`src/sv/qeh_pkg.sv`:
```
`default_nettype none
package qeh_pkg;

  localparam int unsigned QW = 6;
  localparam int unsigned CHW = 8;
  localparam int unsigned IDXW = 6;
  localparam logic [CHW-1:0] GAP_CHAR = 8'd45;
  localparam int unsigned DIV_STEPS = QW;

  // Register indexes on the configuration port (address bit 2).
  localparam logic REG_BIN_SIZE = 1'b0;
  localparam logic REG_PYRO_MODE = 1'b1;

  typedef enum logic [1:0] {
    OP_BASE = 2'd0,
    OP_END  = 2'd1,
    OP_READ = 2'd2
  } opcode_e;

  typedef enum logic [1:0] {
    RESP_NONE,
    RESP_REPORT,
    RESP_READ
  } resp_e;

  // One unit of work handed from the front end to the back end.
  typedef struct packed {
    logic            count;
    logic            gap;
    logic            mis;
    logic [QW-1:0]   own_q;
    logic [QW-1:0]   charge_q;
    resp_e           resp;
    logic [IDXW-1:0] idx;
  } job_t;

  typedef enum logic [2:0] {
    B_IDLE,
    B_DIV,
    B_RD,
    B_UPD,
    B_RESP
  } back_state_e;

endpackage
`default_nettype wire

```
`src/sv/qeh_if.sv`:
```
`default_nettype none
interface qeh_in_if import qeh_pkg::*; ();
  logic             valid;
  logic             ready;
  logic [1:0]       opcode;
  logic [CHW-1:0]   base_char;
  logic [QW-1:0]    quality;
  logic             matched;
  logic [IDXW-1:0]  bin_index;

  modport source (output valid, opcode, base_char, quality, matched, bin_index,
                  input ready);
  modport sink (input valid, opcode, base_char, quality, matched, bin_index,
                output ready);
endinterface

interface qeh_out_if import qeh_pkg::*; ();
  logic          valid;
  logic          ready;
  logic [31:0]   bin_total;
  logic [31:0]   bin_wrong;
  logic [31:0]   bases_done;
  logic [31:0]   good_count;
  logic [31:0]   error_count;
  logic [QW-1:0] max_quality;

  modport source (output valid, bin_total, bin_wrong, bases_done, good_count,
                  error_count, max_quality, input ready);
  modport sink (input valid, bin_total, bin_wrong, bases_done, good_count,
                error_count, max_quality, output ready);
endinterface
`default_nettype wire

```
`src/sv/qeh_ram.sv`:
```
`default_nettype none
module qeh_ram #(
  parameter int unsigned WIDTH = 32,
  parameter int unsigned DEPTH = 64
) (
  input  wire logic                     clk_i,
  input  wire logic                     we_i,
  input  wire logic [$clog2(DEPTH)-1:0] waddr_i,
  input  wire logic [WIDTH-1:0]         wdata_i,
  input  wire logic                     re_i,
  input  wire logic [$clog2(DEPTH)-1:0] raddr_i,
  output logic      [WIDTH-1:0]         rdata_o
);

  logic [WIDTH-1:0] mem_q [DEPTH];

  always_ff @(posedge clk_i) begin
    if (we_i) begin
      mem_q[waddr_i] <= wdata_i;
    end
    if (re_i) begin
      rdata_o <= mem_q[raddr_i];
    end
  end

endmodule
`default_nettype wire

```
`src/sv/qeh_front.sv`:
```
`default_nettype none
module qeh_front import qeh_pkg::*; (
  input  wire logic clk_i,
  input  wire logic rst_ni,
  input  wire logic pyro_mode_i,
  qeh_in_if.sink    in_ch,
  input  wire logic full_i,
  output logic      push_o,
  output job_t      job_o
);

  logic [CHW-1:0] prev_char_q, prev_char_d;
  logic [QW-1:0]  prev_quality_q, prev_quality_d;
  logic           prev_valid_q, prev_valid_d;
  logic [CHW-1:0] cur_char_q, cur_char_d;
  logic [QW-1:0]  cur_quality_q, cur_quality_d;
  logic           cur_matched_q, cur_matched_d;
  logic           cur_valid_q, cur_valid_d;
  logic           accept;
  logic           cur_gap;
  logic [QW-1:0]  charge;

  assign in_ch.ready = !full_i;
  assign accept = in_ch.valid && in_ch.ready;
  assign cur_gap = (cur_char_q == GAP_CHAR);

  // With a following base present, an interior mismatch may move to a
  // neighbor of the same non-gap character, the previous base first.
  always_comb begin
    charge = cur_quality_q;
    if (pyro_mode_i && prev_valid_q && !cur_gap) begin
      if (cur_char_q == prev_char_q) begin
        charge = prev_quality_q;
      end else if (cur_char_q == in_ch.base_char) begin
        charge = in_ch.quality;
      end
    end
  end

  always_comb begin
    prev_char_d    = prev_char_q;
    prev_quality_d = prev_quality_q;
    prev_valid_d   = prev_valid_q;
    cur_char_d     = cur_char_q;
    cur_quality_d  = cur_quality_q;
    cur_matched_d  = cur_matched_q;
    cur_valid_d    = cur_valid_q;
    push_o         = 1'b0;
    job_o.count    = cur_valid_q;
    job_o.gap      = cur_gap;
    job_o.mis      = !cur_matched_q;
    job_o.own_q    = cur_quality_q;
    job_o.charge_q = cur_quality_q;
    job_o.resp     = RESP_NONE;
    job_o.idx      = in_ch.bin_index;
    if (accept) begin
      case (in_ch.opcode)
        OP_BASE: begin
          push_o         = cur_valid_q;
          job_o.charge_q = charge;
          prev_valid_d   = cur_valid_q;
          if (cur_valid_q) begin
            prev_char_d    = cur_char_q;
            prev_quality_d = cur_quality_q;
          end
          cur_char_d    = in_ch.base_char;
          cur_quality_d = in_ch.quality;
          cur_matched_d = in_ch.matched;
          cur_valid_d   = 1'b1;
        end
        OP_END: begin
          push_o         = 1'b1;
          job_o.resp     = RESP_REPORT;
          prev_char_d    = '0;
          prev_quality_d = '0;
          prev_valid_d   = 1'b0;
          cur_char_d     = '0;
          cur_quality_d  = '0;
          cur_matched_d  = 1'b0;
          cur_valid_d    = 1'b0;
        end
        OP_READ: begin
          push_o      = 1'b1;
          job_o.count = 1'b0;
          job_o.resp  = RESP_READ;
        end
        default: begin
          push_o = 1'b0;
        end
      endcase
    end
  end

  always_ff @(posedge clk_i or negedge rst_ni) begin
    if (!rst_ni) begin
      prev_char_q    <= '0;
      prev_quality_q <= '0;
      prev_valid_q   <= 1'b0;
      cur_char_q     <= '0;
      cur_quality_q  <= '0;
      cur_matched_q  <= 1'b0;
      cur_valid_q    <= 1'b0;
    end else begin
      prev_char_q    <= prev_char_d;
      prev_quality_q <= prev_quality_d;
      prev_valid_q   <= prev_valid_d;
      cur_char_q     <= cur_char_d;
      cur_quality_q  <= cur_quality_d;
      cur_matched_q  <= cur_matched_d;
      cur_valid_q    <= cur_valid_d;
    end
  end

endmodule
`default_nettype wire

```
`src/sv/qeh_queue.sv`:
```
`default_nettype none
module qeh_queue import qeh_pkg::*; (
  input  wire logic clk_i,
  input  wire logic rst_ni,
  input  wire logic push_i,
  input  job_t      job_i,
  input  wire logic pop_i,
  output job_t      job_o,
  output logic      full_o,
  output logic      empty_o
);

  job_t       ent_q [2];
  logic       wptr_q, rptr_q;
  logic [1:0] cnt_q;
  logic       do_push, do_pop;

  assign full_o  = (cnt_q == 2'd2);
  assign empty_o = (cnt_q == 2'd0);
  assign do_push = push_i && !full_o;
  assign do_pop  = pop_i && !empty_o;
  assign job_o   = ent_q[rptr_q];

  always_ff @(posedge clk_i) begin
    if (do_push) begin
      ent_q[wptr_q] <= job_i;
    end
  end

  always_ff @(posedge clk_i or negedge rst_ni) begin
    if (!rst_ni) begin
      wptr_q <= 1'b0;
      rptr_q <= 1'b0;
      cnt_q  <= 2'd0;
    end else begin
      if (do_push) begin
        wptr_q <= !wptr_q;
      end
      if (do_pop) begin
        rptr_q <= !rptr_q;
      end
      case ({do_push, do_pop})
        2'b10:   cnt_q <= cnt_q + 2'd1;
        2'b01:   cnt_q <= cnt_q - 2'd1;
        default: cnt_q <= cnt_q;
      endcase
    end
  end

endmodule
`default_nettype wire

```
`src/sv/qeh_back.sv`:
```
`default_nettype none
module qeh_back import qeh_pkg::*; #(
  parameter int unsigned MAX_QV = 63,
  parameter int unsigned COUNT_WIDTH = 32
) (
  input  wire logic          clk_i,
  input  wire logic          rst_ni,
  input  wire logic [QW-1:0] bin_size_i,
  input  wire logic          empty_i,
  input  job_t               job_i,
  output logic               pop_o,
  qeh_out_if.source          out_ch
);

  localparam int unsigned NBINS = MAX_QV + 1;
  localparam int unsigned BIN_W = $clog2(NBINS);
  localparam int unsigned STEP_W = $clog2(DIV_STEPS);

  typedef logic [COUNT_WIDTH-1:0] cnt_t;

  back_state_e         state_q, state_d;
  job_t                job_q, job_d;
  logic [2*QW-1:0]     div_a_q, div_a_d, div_b_q, div_b_d;
  logic [STEP_W-1:0]   step_q, step_d;
  logic [QW-1:0]       divisor;
  logic [NBINS-1:0]    tot_vld_q, tot_vld_d, wr_vld_q, wr_vld_d;
  cnt_t                base_cnt_q, base_cnt_d, good_cnt_q, good_cnt_d;
  cnt_t                err_cnt_q, err_cnt_d;
  logic [QW-1:0]       max_seen_q, max_seen_d;
  cnt_t                res_tot_q, res_tot_d, res_wr_q, res_wr_d;
  logic                out_valid_q, out_valid_d;
  logic                out_load;
  logic [BIN_W-1:0]    tot_addr, wr_addr;
  cnt_t                tot_rdata, wr_rdata, tot_val, wr_val;
  logic                ram_re, tot_we, wr_we;
  logic                idx_in_range;
  logic [31:0]         o_total_q, o_wrong_q, o_base_q, o_good_q, o_err_q;
  logic [QW-1:0]       o_max_q;

  // One restoring step: remainder in the upper half, dividend turning into
  // quotient in the lower half.
  function automatic logic [2*QW-1:0] div_step(logic [2*QW-1:0] st, logic [QW-1:0] d);
    logic [QW:0] rem_sh;
    logic [QW-1:0] rem;
    logic bit_q;
    rem_sh = {st[2*QW-1:QW], st[QW-1]};
    bit_q  = (rem_sh >= {1'b0, d});
    rem    = bit_q ? QW'(rem_sh - {1'b0, d}) : QW'(rem_sh);
    return {rem, st[QW-2:0], bit_q};
  endfunction

  function automatic logic [BIN_W-1:0] clamp_bin(logic [QW-1:0] q);
    if (9'(q) > 9'(MAX_QV)) begin
      return BIN_W'(MAX_QV);
    end
    return BIN_W'(q);
  endfunction

  function automatic cnt_t sat_inc(cnt_t v);
    return (v == '1) ? v : v + cnt_t'(1);
  endfunction

  assign divisor = (bin_size_i == '0) ? QW'(1) : bin_size_i;
  assign idx_in_range = (9'(job_q.idx) <= 9'(MAX_QV));
  assign tot_addr = job_q.count ? clamp_bin(div_a_q[QW-1:0]) : BIN_W'(job_q.idx);
  assign wr_addr  = job_q.count ? clamp_bin(div_b_q[QW-1:0]) : BIN_W'(job_q.idx);
  assign tot_val  = tot_vld_q[tot_addr] ? tot_rdata : '0;
  assign wr_val   = wr_vld_q[wr_addr] ? wr_rdata : '0;
  assign out_load = (state_q == B_RESP) && (!out_valid_q || out_ch.ready);

  qeh_ram #(.WIDTH(COUNT_WIDTH), .DEPTH(NBINS)) u_tot_ram (
    .clk_i   (clk_i),
    .we_i    (tot_we),
    .waddr_i (tot_addr),
    .wdata_i (sat_inc(tot_val)),
    .re_i    (ram_re),
    .raddr_i (tot_addr),
    .rdata_o (tot_rdata)
  );

  qeh_ram #(.WIDTH(COUNT_WIDTH), .DEPTH(NBINS)) u_wr_ram (
    .clk_i   (clk_i),
    .we_i    (wr_we),
    .waddr_i (wr_addr),
    .wdata_i (sat_inc(wr_val)),
    .re_i    (ram_re),
    .raddr_i (wr_addr),
    .rdata_o (wr_rdata)
  );

  always_comb begin
    state_d     = state_q;
    job_d       = job_q;
    div_a_d     = div_a_q;
    div_b_d     = div_b_q;
    step_d      = step_q;
    tot_vld_d   = tot_vld_q;
    wr_vld_d    = wr_vld_q;
    base_cnt_d  = base_cnt_q;
    good_cnt_d  = good_cnt_q;
    err_cnt_d   = err_cnt_q;
    max_seen_d  = max_seen_q;
    res_tot_d   = res_tot_q;
    res_wr_d    = res_wr_q;
    out_valid_d = out_valid_q;
    pop_o       = 1'b0;
    ram_re      = 1'b0;
    tot_we      = 1'b0;
    wr_we       = 1'b0;
    if (out_ch.ready) begin
      out_valid_d = 1'b0;
    end
    case (state_q)
      B_IDLE: begin
        if (!empty_i) begin
          pop_o   = 1'b1;
          job_d   = job_i;
          div_a_d = {QW'(0), job_i.own_q};
          div_b_d = {QW'(0), job_i.charge_q};
          step_d  = '0;
          if (job_i.count) begin
            state_d = B_DIV;
          end else if (job_i.resp == RESP_READ) begin
            state_d = B_RD;
          end else begin
            state_d = B_RESP;
          end
        end
      end
      B_DIV: begin
        div_a_d = div_step(div_a_q, divisor);
        div_b_d = div_step(div_b_q, divisor);
        step_d  = step_q + STEP_W'(1);
        if (step_q == STEP_W'(DIV_STEPS - 1)) begin
          state_d = B_RD;
        end
      end
      B_RD: begin
        ram_re  = 1'b1;
        state_d = B_UPD;
      end
      B_UPD: begin
        if (job_q.count) begin
          tot_we              = 1'b1;
          tot_vld_d[tot_addr] = 1'b1;
          base_cnt_d          = sat_inc(base_cnt_q);
          if (!job_q.gap) begin
            good_cnt_d = sat_inc(good_cnt_q);
          end
          if (job_q.own_q > max_seen_q) begin
            max_seen_d = job_q.own_q;
          end
          if (job_q.mis) begin
            wr_we             = 1'b1;
            wr_vld_d[wr_addr] = 1'b1;
            err_cnt_d         = sat_inc(err_cnt_q);
          end
          state_d = (job_q.resp == RESP_REPORT) ? B_RESP : B_IDLE;
        end else begin
          res_tot_d = idx_in_range ? tot_val : '0;
          res_wr_d  = idx_in_range ? wr_val : '0;
          state_d   = B_RESP;
        end
      end
      B_RESP: begin
        if (out_load) begin
          out_valid_d = 1'b1;
          state_d     = B_IDLE;
        end
      end
      default: begin
        state_d = B_IDLE;
      end
    endcase
  end

  always_ff @(posedge clk_i or negedge rst_ni) begin
    if (!rst_ni) begin
      state_q     <= B_IDLE;
      step_q      <= '0;
      tot_vld_q   <= '0;
      wr_vld_q    <= '0;
      base_cnt_q  <= '0;
      good_cnt_q  <= '0;
      err_cnt_q   <= '0;
      max_seen_q  <= '0;
      out_valid_q <= 1'b0;
    end else begin
      state_q     <= state_d;
      step_q      <= step_d;
      tot_vld_q   <= tot_vld_d;
      wr_vld_q    <= wr_vld_d;
      base_cnt_q  <= base_cnt_d;
      good_cnt_q  <= good_cnt_d;
      err_cnt_q   <= err_cnt_d;
      max_seen_q  <= max_seen_d;
      out_valid_q <= out_valid_d;
    end
  end

  always_ff @(posedge clk_i) begin
    job_q     <= job_d;
    div_a_q   <= div_a_d;
    div_b_q   <= div_b_d;
    res_tot_q <= res_tot_d;
    res_wr_q  <= res_wr_d;
    if (out_load) begin
      o_total_q <= (job_q.resp == RESP_READ) ? 32'(res_tot_q) : '0;
      o_wrong_q <= (job_q.resp == RESP_READ) ? 32'(res_wr_q) : '0;
      o_base_q  <= 32'(base_cnt_q);
      o_good_q  <= 32'(good_cnt_q);
      o_err_q   <= 32'(err_cnt_q);
      o_max_q   <= max_seen_q;
    end
  end

  assign out_ch.valid       = out_valid_q;
  assign out_ch.bin_total   = o_total_q;
  assign out_ch.bin_wrong   = o_wrong_q;
  assign out_ch.bases_done  = o_base_q;
  assign out_ch.good_count  = o_good_q;
  assign out_ch.error_count = o_err_q;
  assign out_ch.max_quality = o_max_q;

endmodule
`default_nettype wire

```
`src/sv/quality_error_histogram_unit.sv`:
```
// Counting: a base item is counted when the next base or an end beat arrives;
// the back end dequeues it, runs 6 divider steps, then a RAM read and a write.
// A read beat takes a RAM read, an update and a response state after dequeue;
// an end beat goes to response, via divider, read and update if it flushes a base.
// Each job ends before the next is dequeued; the bit-serial divider paces bases.
// Reset: asynchronous, active low; histograms read as zero through valid bits.
`default_nettype none
module quality_error_histogram_unit import qeh_pkg::*; #(
  parameter int unsigned MAX_QV = 63,
  parameter int unsigned COUNT_WIDTH = 32
) (
  input  wire logic        clk_i,
  input  wire logic        rst_ni,
  qeh_in_if.sink           in_ch,
  qeh_out_if.source        out_ch,
  input  wire logic        psel,
  input  wire logic        penable,
  input  wire logic        pwrite,
  input  wire logic [2:0]  paddr,
  input  wire logic [31:0] pwdata,
  output logic      [31:0] prdata,
  output logic             pready
);

  // The front end holds the three-base window and turns each accepted beat
  // into a job: count a base (with its own and its charged quality), report
  // the counters, or read one bin. The back end divides the qualities into
  // bins and does the read-modify-write of both histograms in block RAM.
  // A two-entry queue between them lets the front keep taking beats while
  // the back end is busy.

  logic [QW-1:0] bin_size_q;
  logic          pyro_mode_q;
  logic          cfg_we;
  logic          push, pop, full, empty;
  job_t          push_job, pop_job;

  // Configuration: register index sits in address bit 2; writes land on the
  // access phase. The user must change both registers only while idle; not enforced.
  assign pready = 1'b1;
  assign cfg_we = psel && penable && pwrite && pready;

  always_ff @(posedge clk_i or negedge rst_ni) begin
    if (!rst_ni) begin
      bin_size_q  <= QW'(1);
      pyro_mode_q <= 1'b0;
    end else if (cfg_we) begin
      if (paddr[2] == REG_BIN_SIZE) begin
        bin_size_q <= pwdata[QW-1:0];
      end else begin
        pyro_mode_q <= pwdata[0];
      end
    end
  end

  assign prdata = (paddr[2] == REG_PYRO_MODE) ? {31'b0, pyro_mode_q}
                                              : {{(32-QW){1'b0}}, bin_size_q};

  qeh_front u_front (
    .clk_i       (clk_i),
    .rst_ni      (rst_ni),
    .pyro_mode_i (pyro_mode_q),
    .in_ch       (in_ch),
    .full_i      (full),
    .push_o      (push),
    .job_o       (push_job)
  );

  qeh_queue u_queue (
    .clk_i   (clk_i),
    .rst_ni  (rst_ni),
    .push_i  (push),
    .job_i   (push_job),
    .pop_i   (pop),
    .job_o   (pop_job),
    .full_o  (full),
    .empty_o (empty)
  );

  qeh_back #(
    .MAX_QV      (MAX_QV),
    .COUNT_WIDTH (COUNT_WIDTH)
  ) u_back (
    .clk_i      (clk_i),
    .rst_ni     (rst_ni),
    .bin_size_i (bin_size_q),
    .empty_i    (empty),
    .job_i      (pop_job),
    .pop_o      (pop),
    .out_ch     (out_ch)
  );

endmodule
`default_nettype wire

```
`src/flat_wrapper.sv`:
```
// flat-port wrapper written by rule: the top's interface ports become plain ports
module quality_error_histogram_unit_flat import qeh_pkg::*;
#(
  parameter int unsigned MAX_QV = 63,
  parameter int unsigned COUNT_WIDTH = 32
)
  (clk_i, rst_ni, psel, penable, pwrite, paddr, pwdata, prdata, pready, in_ch_valid, in_ch_opcode, in_ch_base_char, in_ch_quality, in_ch_matched, in_ch_bin_index, in_ch_ready, out_ch_valid, out_ch_bin_total, out_ch_bin_wrong, out_ch_bases_done, out_ch_good_count, out_ch_error_count, out_ch_max_quality, out_ch_ready);
  qeh_in_if in_ch_i ();
  qeh_out_if out_ch_i ();
  input  wire logic clk_i;
  input  wire logic rst_ni;
  input  wire logic psel;
  input  wire logic penable;
  input  wire logic pwrite;
  input  wire logic [2:0] paddr;
  input  wire logic [31:0] pwdata;
  output logic      [31:0] prdata;
  output logic pready;
  input wire logic [$bits(in_ch_i.valid)-1:0] in_ch_valid;
  input wire logic [$bits(in_ch_i.opcode)-1:0] in_ch_opcode;
  input wire logic [$bits(in_ch_i.base_char)-1:0] in_ch_base_char;
  input wire logic [$bits(in_ch_i.quality)-1:0] in_ch_quality;
  input wire logic [$bits(in_ch_i.matched)-1:0] in_ch_matched;
  input wire logic [$bits(in_ch_i.bin_index)-1:0] in_ch_bin_index;
  output wire logic [$bits(in_ch_i.ready)-1:0] in_ch_ready;
  output wire logic [$bits(out_ch_i.valid)-1:0] out_ch_valid;
  output wire logic [$bits(out_ch_i.bin_total)-1:0] out_ch_bin_total;
  output wire logic [$bits(out_ch_i.bin_wrong)-1:0] out_ch_bin_wrong;
  output wire logic [$bits(out_ch_i.bases_done)-1:0] out_ch_bases_done;
  output wire logic [$bits(out_ch_i.good_count)-1:0] out_ch_good_count;
  output wire logic [$bits(out_ch_i.error_count)-1:0] out_ch_error_count;
  output wire logic [$bits(out_ch_i.max_quality)-1:0] out_ch_max_quality;
  input wire logic [$bits(out_ch_i.ready)-1:0] out_ch_ready;
  assign in_ch_i.valid = in_ch_valid;
  assign in_ch_i.opcode = in_ch_opcode;
  assign in_ch_i.base_char = in_ch_base_char;
  assign in_ch_i.quality = in_ch_quality;
  assign in_ch_i.matched = in_ch_matched;
  assign in_ch_i.bin_index = in_ch_bin_index;
  assign in_ch_ready = in_ch_i.ready;
  assign out_ch_valid = out_ch_i.valid;
  assign out_ch_bin_total = out_ch_i.bin_total;
  assign out_ch_bin_wrong = out_ch_i.bin_wrong;
  assign out_ch_bases_done = out_ch_i.bases_done;
  assign out_ch_good_count = out_ch_i.good_count;
  assign out_ch_error_count = out_ch_i.error_count;
  assign out_ch_max_quality = out_ch_i.max_quality;
  assign out_ch_i.ready = out_ch_ready;
  quality_error_histogram_unit #(.MAX_QV(MAX_QV), .COUNT_WIDTH(COUNT_WIDTH)) u_core (.clk_i(clk_i), .rst_ni(rst_ni), .in_ch(in_ch_i), .out_ch(out_ch_i), .psel(psel), .penable(penable), .pwrite(pwrite), .paddr(paddr), .pwdata(pwdata), .prdata(prdata), .pready(pready));
endmodule
```
`config.mk`:
```
export PLATFORM = sky130hd
export DESIGN_NAME = quality_error_histogram_unit_flat
export DESIGN_NICKNAME = d
export VERILOG_FILES = /design/src/sv/qeh_pkg.sv /design/src/sv/qeh_if.sv /design/src/sv/qeh_ram.sv /design/src/sv/qeh_front.sv /design/src/sv/qeh_queue.sv /design/src/sv/qeh_back.sv /design/src/sv/quality_error_histogram_unit.sv /design/src/flat_wrapper.sv
export SDC_FILE = /design/constraint.sdc
export NUM_CORES = 2
export LEC_CHECK = 0
export BUFFER_PORTS_ARGS = -buffer_cell sky130_fd_sc_hd__buf_2
export CAP_MARGIN = 20
export CORE_MARGIN = 2
export CORE_UTILIZATION = 60
export DETAILED_ROUTE_END_ITERATION = 10
export GPL_ROUTABILITY_DRIVEN = 1
export PLACE_DENSITY_LB_ADDON = 0.12
export SLEW_MARGIN = 20
export SYNTH_ARGS = -nofsm -noshare
export SYNTH_HDL_FRONTEND = slang
export SYNTH_MEMORY_MAX_BITS = 65536
export SYNTH_SLANG_ARGS = --single-unit
export TNS_END_PERCENT = 50
```
`constraint.sdc`:
```
create_clock -name clk_i -period 9.8 [get_ports clk_i]
set_clock_uncertainty 0.1 [all_clocks]
set_input_delay 1.47 -clock clk_i [delete_from_list [all_inputs] [get_ports clk_i]]
set_output_delay 1.47 -clock clk_i [all_outputs]
set_load 0.01 [all_outputs]
```
# Yosys cells after proc, flatten, opt, wreduce, memory -nomap -nowiden
# Memory sizes are Yosys's and may differ from the RTL's. A register that Yosys moved wholly into a read port is not among the register bits.
# Index checks and enable logic that the tools add are counted.
# totals
word_cells,200
input_bits,65
n_memories,3
ff_bits,550
ram_bits,4142
output_inout_bits,201
# memory_table
name,depth,word_bits,read_ports,rd_clocked_by_memory_dff,wr,line,source
u_core.u_back.u_tot_ram.mem_q,64,32,1,1,1,qeh_ram.sv:15,logic [WIDTH-1:0] mem_q [DEPTH];
u_core.u_back.u_wr_ram.mem_q,64,32,1,1,1,qeh_ram.sv:15,
u_core.u_queue.ent_q,2,23,1,0,1,qeh_queue.sv:13,job_t ent_q [2];
# op_classes
eq_ne,25
addsub,10
muxes,69
reduce_logical,40
magnitude_cmp,7
bitwise_logic,9
# op_table
cell,count
$add 32x1->32 const B,5
$eq 32x32->1 const B,5
$mux 32,4
$or 64x64->64,2
$mux 6,11
$pmux 12 s2,2
$pmux 8 s2,2
$mux 1,24
$mux 12,2
$mux 3,8
$pmux 6 s2,2
$eq 8x8->1,2
$mux 8,2
$pmux 3 s5,1
$reduce_and 3->1,5
$ge 7x6->1,2
$lt 6x7->1 const B,2
$reduce_and 2->1,7
$bmux 1 s6,2
$demux 1 s6,2
$ge 6x1->1 const B,2
$sub 6x6->6,2
$eq 2x2->1 const B,5
$logic_and 1x1->1,10
other kinds (22),49

# Logic depth before layout (Yosys ltp)
# depth
depth_word,7
depth_mapped,20
ltp_nobuf,15

# Hierarchy
# Synthesis repeated with hierarchy kept, for this count alone.
# unflattened
hier_cells,8840
hier_area_um2,184109.1
# by_module_without_submodules
module,n_inst,seq_area_each_um2,cells_per_inst,area_each_um2
qeh_ram (u_core.u_back.u_wr_ram),1,62459.9,3324,78835.6
qeh_ram (u_core.u_back.u_tot_ram),1,62459.9,3324,78833.1
qeh_back,1,14068.5,1879,22235.1
qeh_queue,1,1481.4,90,1941.9
qeh_front,1,775.7,172,1712.9
quality_error_histogram_unit,1,176.4,51,550.5

# Least setup slack after synthesis
# OpenSTA, ideal clock, no wires.
# synth_path
kind,register to register
start,register u_core.u_back.job_q[22] in the netlist's numbering
end,register u_core.u_back.res_tot_q[0] (enable)
synth_period_minus_slack_ps,7711
n_path_buf,3
t_required_ps,9055
path_slack_ps,2089
path_stages_with_launch,5
arrival_time_ps,6966
setup_ps,645
cell_sequence,edfxtp_1 -> buf_6 -> buf_6 -> buf_2 -> nor4bb_1
# synth_via
elab_chain_len,2
# synth_lines
element,line,source
start: declaration,qeh_back.sv:22,"job_t job_q, job_d;"
start signal: assignment,qeh_back.sv:202,job_q <= job_d;
$not 1->1 (no source line),--,
$reduce_and 2->1 (no source line),--,
end signal: assignment,qeh_back.sv:205,res_tot_q <= res_tot_d;
end: declaration,qeh_back.sv:30,"cnt_t res_tot_q, res_tot_d, res_wr_q, res_wr_d;"
# No other way between the ends.
# A chain may end at the register's enable or synchronous reset.

# Worst setup path after layout
# layout_path
start,register u_core.u_back.job_q[22] in the netlist's numbering
end,"memory u_core.u_back.u_wr_ram.mem_q[59][29], data pin"
# layout_via
elab_chain_len,6
word_cells_on_any_way,7
cone_classes,add/sub (1); eq/ne (1); mux (5)
# layout_lines
element,line,source
$mux 6 *,qeh_back.sv:66,assign wr_addr = job_q.count ? clamp_bin(div_b_q[QW-1:0]) : BIN_W'(job_q.idx);
$bmux 1 s6 *,qeh_back.sv:68,assign wr_val = wr_vld_q[wr_addr] ? wr_rdata : '0;
$mux 1 (not written as such) *,qeh_back.sv:68,
$mux 32 *,qeh_back.sv:68,
named net u_core.u_back.wr_val[0],qeh_back.sv:34,"cnt_t tot_rdata, wr_rdata, tot_val, wr_val;"
$add 32x1->32 / $eq 32x32->1 (equally long branches),qeh_back.sv:60,return (v == '1) ? v : v + cnt_t'(1);
$mux 32 *,qeh_back.sv:60,
named net u_core.u_back.u_wr_ram.wdata_i[29],qeh_ram.sv:9,"input wire logic [WIDTH-1:0] wdata_i,"
end: declaration,qeh_ram.sv:15,
# Mark *: on every way through the listed nets, which the timed path passes. The rest lies on a longest branch. The select of a mux whose other input is x is not followed.

==> impl_metrics.ini <==
[run_status]
status = completed

[clocking]
cts_resized = 0
clk_pin_slew_ps = 60
cts_buffers = 454
h-tree-depth = 5
hold_buffers = 0
clock_sinks = 4756
cts_root_buf = clkbuf_16
clk_path_buf_depth = 4
cts_tree = done
post-cts-setup-buffers = 0
insertion_delay_ps = 1000

[setup_path]
arrival_ps = 8480
critPathRequiredTime_ps = 10400
path_buf_inv = 6
reg2reg_depth = 20
reg2reg_from = u_core.u_back.job_q[22]$_DFFE_PP_
worstReg2RegEnd = u_core.u_back.u_wr_ram.mem_q[59][29]$_DFFE_PP_
max_stage_delay_ps = 910
cpMostUsedCell = buf_4
worstSetupPathType = flop to flop
r2r_setup_slack_ps = 1920
worst_setup_path_end_kind = flop
crit_path_start_kind = flop
crit_fanout = 90
slowest_stage = mux2i_4
crit_family = simple AND/OR/NAND/NOR gates
crit_chain = buf_6, buf_4, mux2i_4, buf_12, mux2i_1, a32oi_1, a31oi_1, nor4_2, buf_4, nand2_4, nor2_1, ha_1, nand2_1, inv_1, nand4_1, nand3_1, nor3_1, xnor2_1, nor2_4, buf_4

[flow_run]
cap_violations = 0

[yosys]
synth_async_sr_flop_share_pct = 5.87
syn_area_per_cell_sq_um = 17.5
synth_cell_types = 88
yosysSeqAreaShare_pct = 80.2
synth_seq_cells = 4756
synth_area_sq_um = 176000
dominantRegCellSynth = edfxtp_1
yosys_warnings = 0
synth_edf_count = 4477
synth_cells = 10100

[timing]
finalCritPeriodShare_pct = 80.4
rsz0062_at_grt = no
setup_viol = 0
slew_headroom_pct = 15.3
hold_violations = 0
tightestPinTransition_ps = 1260
tns_ps = 0
slew_viol_final = 0
holdWs_ps = 348
fmax_ghz = 0.127
layout_min_cycle_time_ps = 7880

[floorplan]
die_h_microns = 546
die_x_microns = 546
initial_core_util_pct = 60.2
core_sq_um = 293000
io_pins = 266
rows = 199
fp.dieArea_sq_um = 298000

[route]
postRouteAntennaNets = 0
vias = 105000
wire_per_inst_microns = 36.3
firstDrtPassIters = 9
viasPerCell = 7.08
drt_iter0_drc = 17900
drc = 0
routed_wl_microns = 539000

[worst_hold_path]
hold_path_class = input port to async pin

[global_routing]
grt_max_degree = 105
grt_util_all_layers_pct = 35.5
antenna_found_initial = 22
grt_pass1_wl_microns = 752000
grt_overflow = 0
grt_pass1_vias = 100000

[layout]
drive_above_1_share_pct = 15.5
mostFrequentLayoutCell = edfxtp_1
final_nets = 10600
areaGrowthSynthToFinish_pct = 13.1
final_cell_mix = edfxtp_1 (4477), a22oi_1 (1448), clkbuf_16 (458)
final_util_pct = 68.0

[place]
gp_congestion = 0.924
dp_hpwl_microns = 297000
port_buffers = 210

[power_and_ir_drop]
power_density_nw_per_um2 = 377
vdd_ir_drop_max_v = 0.000403
p_leak_nw = 65.1
where the power goes:
group | internal, W | total (W) | switching, W | leakage, nW
clock network | 0.00983 | 0.0173 | 0.00748 | 7.20
logic | 0.00615 | 0.0265 | 0.0204 | 13.2
registers | 0.0308 | 0.0315 | 0.000644 | 44.7
total | 0.0468 | 0.0753 | 0.0285 | 65.1
layout make-up:
cell class              instances  area (sq um)
diodes                         18          45.0
flip-flops and latches       4756        141000
clock buffers                 588         12200
repair buffers                582          4400
inverters                      88           330
fillers                     19200         93700
clock inverters               256          2490
multi-input cells            4644         33700
well taps                    3919          4900
registers in the layout (all words and copies together), names as in the netlist, 46 cells and up:
signal and cells:
u_core.u_back.tot_vld_q 64, u_core.u_back.u_tot_ram.mem_q 2048, u_core.u_back.u_wr_ram.mem_q 2048, u_core.u_back.wr_vld_q 64, u_core.u_queue.ent_q 46
layer usage:
layer | track usage (%) | up-vias | share of wire, %
li1 | - | 42300 | -
met1 | 47.9 | 53400 | 35
met2 | 55.6 | 8013 | 47
met3 | 6.94 | 1465 | 12
met4 | 18.2 | 6 | 6.0
met5 | 0 | - | 0.0074
through the flow:
stage / area [sq um] / setup slack, ps / power (W) / std cells
2_1_floorplan: 177000 / 2090 / 0.0453 / 10100
3_5_place_dp: 184000 / 1750 / 0.0572 / 14000
3_3_place_gp: 184000 / 2010 / 0.0563 / 14000
4_1_cts: 199000 / 1700 / 0.0742 / 14800
5_1_grt: 200000 / 1700 / 0.0772 / 14800
6_report: 200000 / 1920 / 0.0753 / 14900
how the worst max path moves through the flow:
stage | startpoint | end | slack, ps | cells past startpoint
after floorplan | u_core.u_back.job_q[22]$_DFFE_PP_ | u_core.u_back.res_tot_q[0]$_DFFE_PP_ | 2090 | 4
after global placement | u_core.u_back.job_q[22]$_DFFE_PP_ | u_core.u_back.u_tot_ram.mem_q[53][5]$_DFFE_PP_ | 2010 | 17
after detailed placement | u_core.u_back.job_q[22]$_DFFE_PP_ | u_core.u_back.u_tot_ram.mem_q[53][5]$_DFFE_PP_ | 1750 | 17
after CTS | u_core.u_back.job_q[22]$_DFFE_PP_ | u_core.u_back.u_tot_ram.mem_q[46][5]$_DFFE_PP_ | 1700 | 17
after global routing | u_core.u_back.job_q[22]$_DFFE_PP_ | u_core.u_back.u_wr_ram.mem_q[35][30]$_DFFE_PP_ | 1700 | 20
final | u_core.u_back.job_q[22]$_DFFE_PP_ | u_core.u_back.u_wr_ram.mem_q[59][29]$_DFFE_PP_ | 1920 | 20
cells in the mapped netlist, types with 33 or more instances:
master | number | area, sq um
buf_1 | 109 | 409
o211ai_1 | 35 | 263
a221oi_1 | 173 | 1520
xnor2_1 | 139 | 1220
nor3_1 | 41 | 205
xor2_1 | 34 | 298
nand3_1 | 142 | 711
nand2_1 | 463 | 1740
a41o_1 | 36 | 360
a22oi_1 | 1448 | 10900
a22o_1 | 196 | 1720
and3_1 | 44 | 275
clkbuf_1 | 175 | 657
a222oi_1 | 158 | 1580
a31oi_1 | 130 | 813
buf_2 | 311 | 1560
a41oi_1 | 78 | 683
mux2i_1 | 72 | 721
nand4_1 | 136 | 851
or2_2 | 119 | 744
nor2_1 | 345 | 1290
inv_1 | 88 | 330
dfrtp_1 | 278 | 6960
edfxtp_1 | 4477 | 134000
o21ai_0 | 181 | 906
and2_1 | 80 | 500
a21oi_1 | 126 | 631
mux2_2 | 43 | 484
buf_4 | 33 | 248
kinds of logic after synthesis:
| kind of cell | share of synthesized area [%] |
|---|---|
| other cells | 0.00426 |
| buf+inv | 1.85 |
| fa+ha+maj | 0.243 |
| mux | 0.704 |
| flops | 80.2 |
| compound gates | 11.9 |
| xor+xnor | 0.859 |
| simple gates | 4.28 |
worst reg2reg max path: cells and delay by family, from the launching register on:
| kind | cells | cell delay (ps) |
|---|---|---|
| DFF | 1 | 830 |
| muxes | 2 | 1190 |
| and+or+nand+nor | 8 | 2470 |
| buffers and inverters | 6 | 2160 |
| AOI/OAI and AO/OA | 2 | 370 |
| adders and majority gates | 1 | 300 |
| xor gates and xnor gates | 1 | 180 |
No activity file was read; power rests on OpenSTA's default activity.
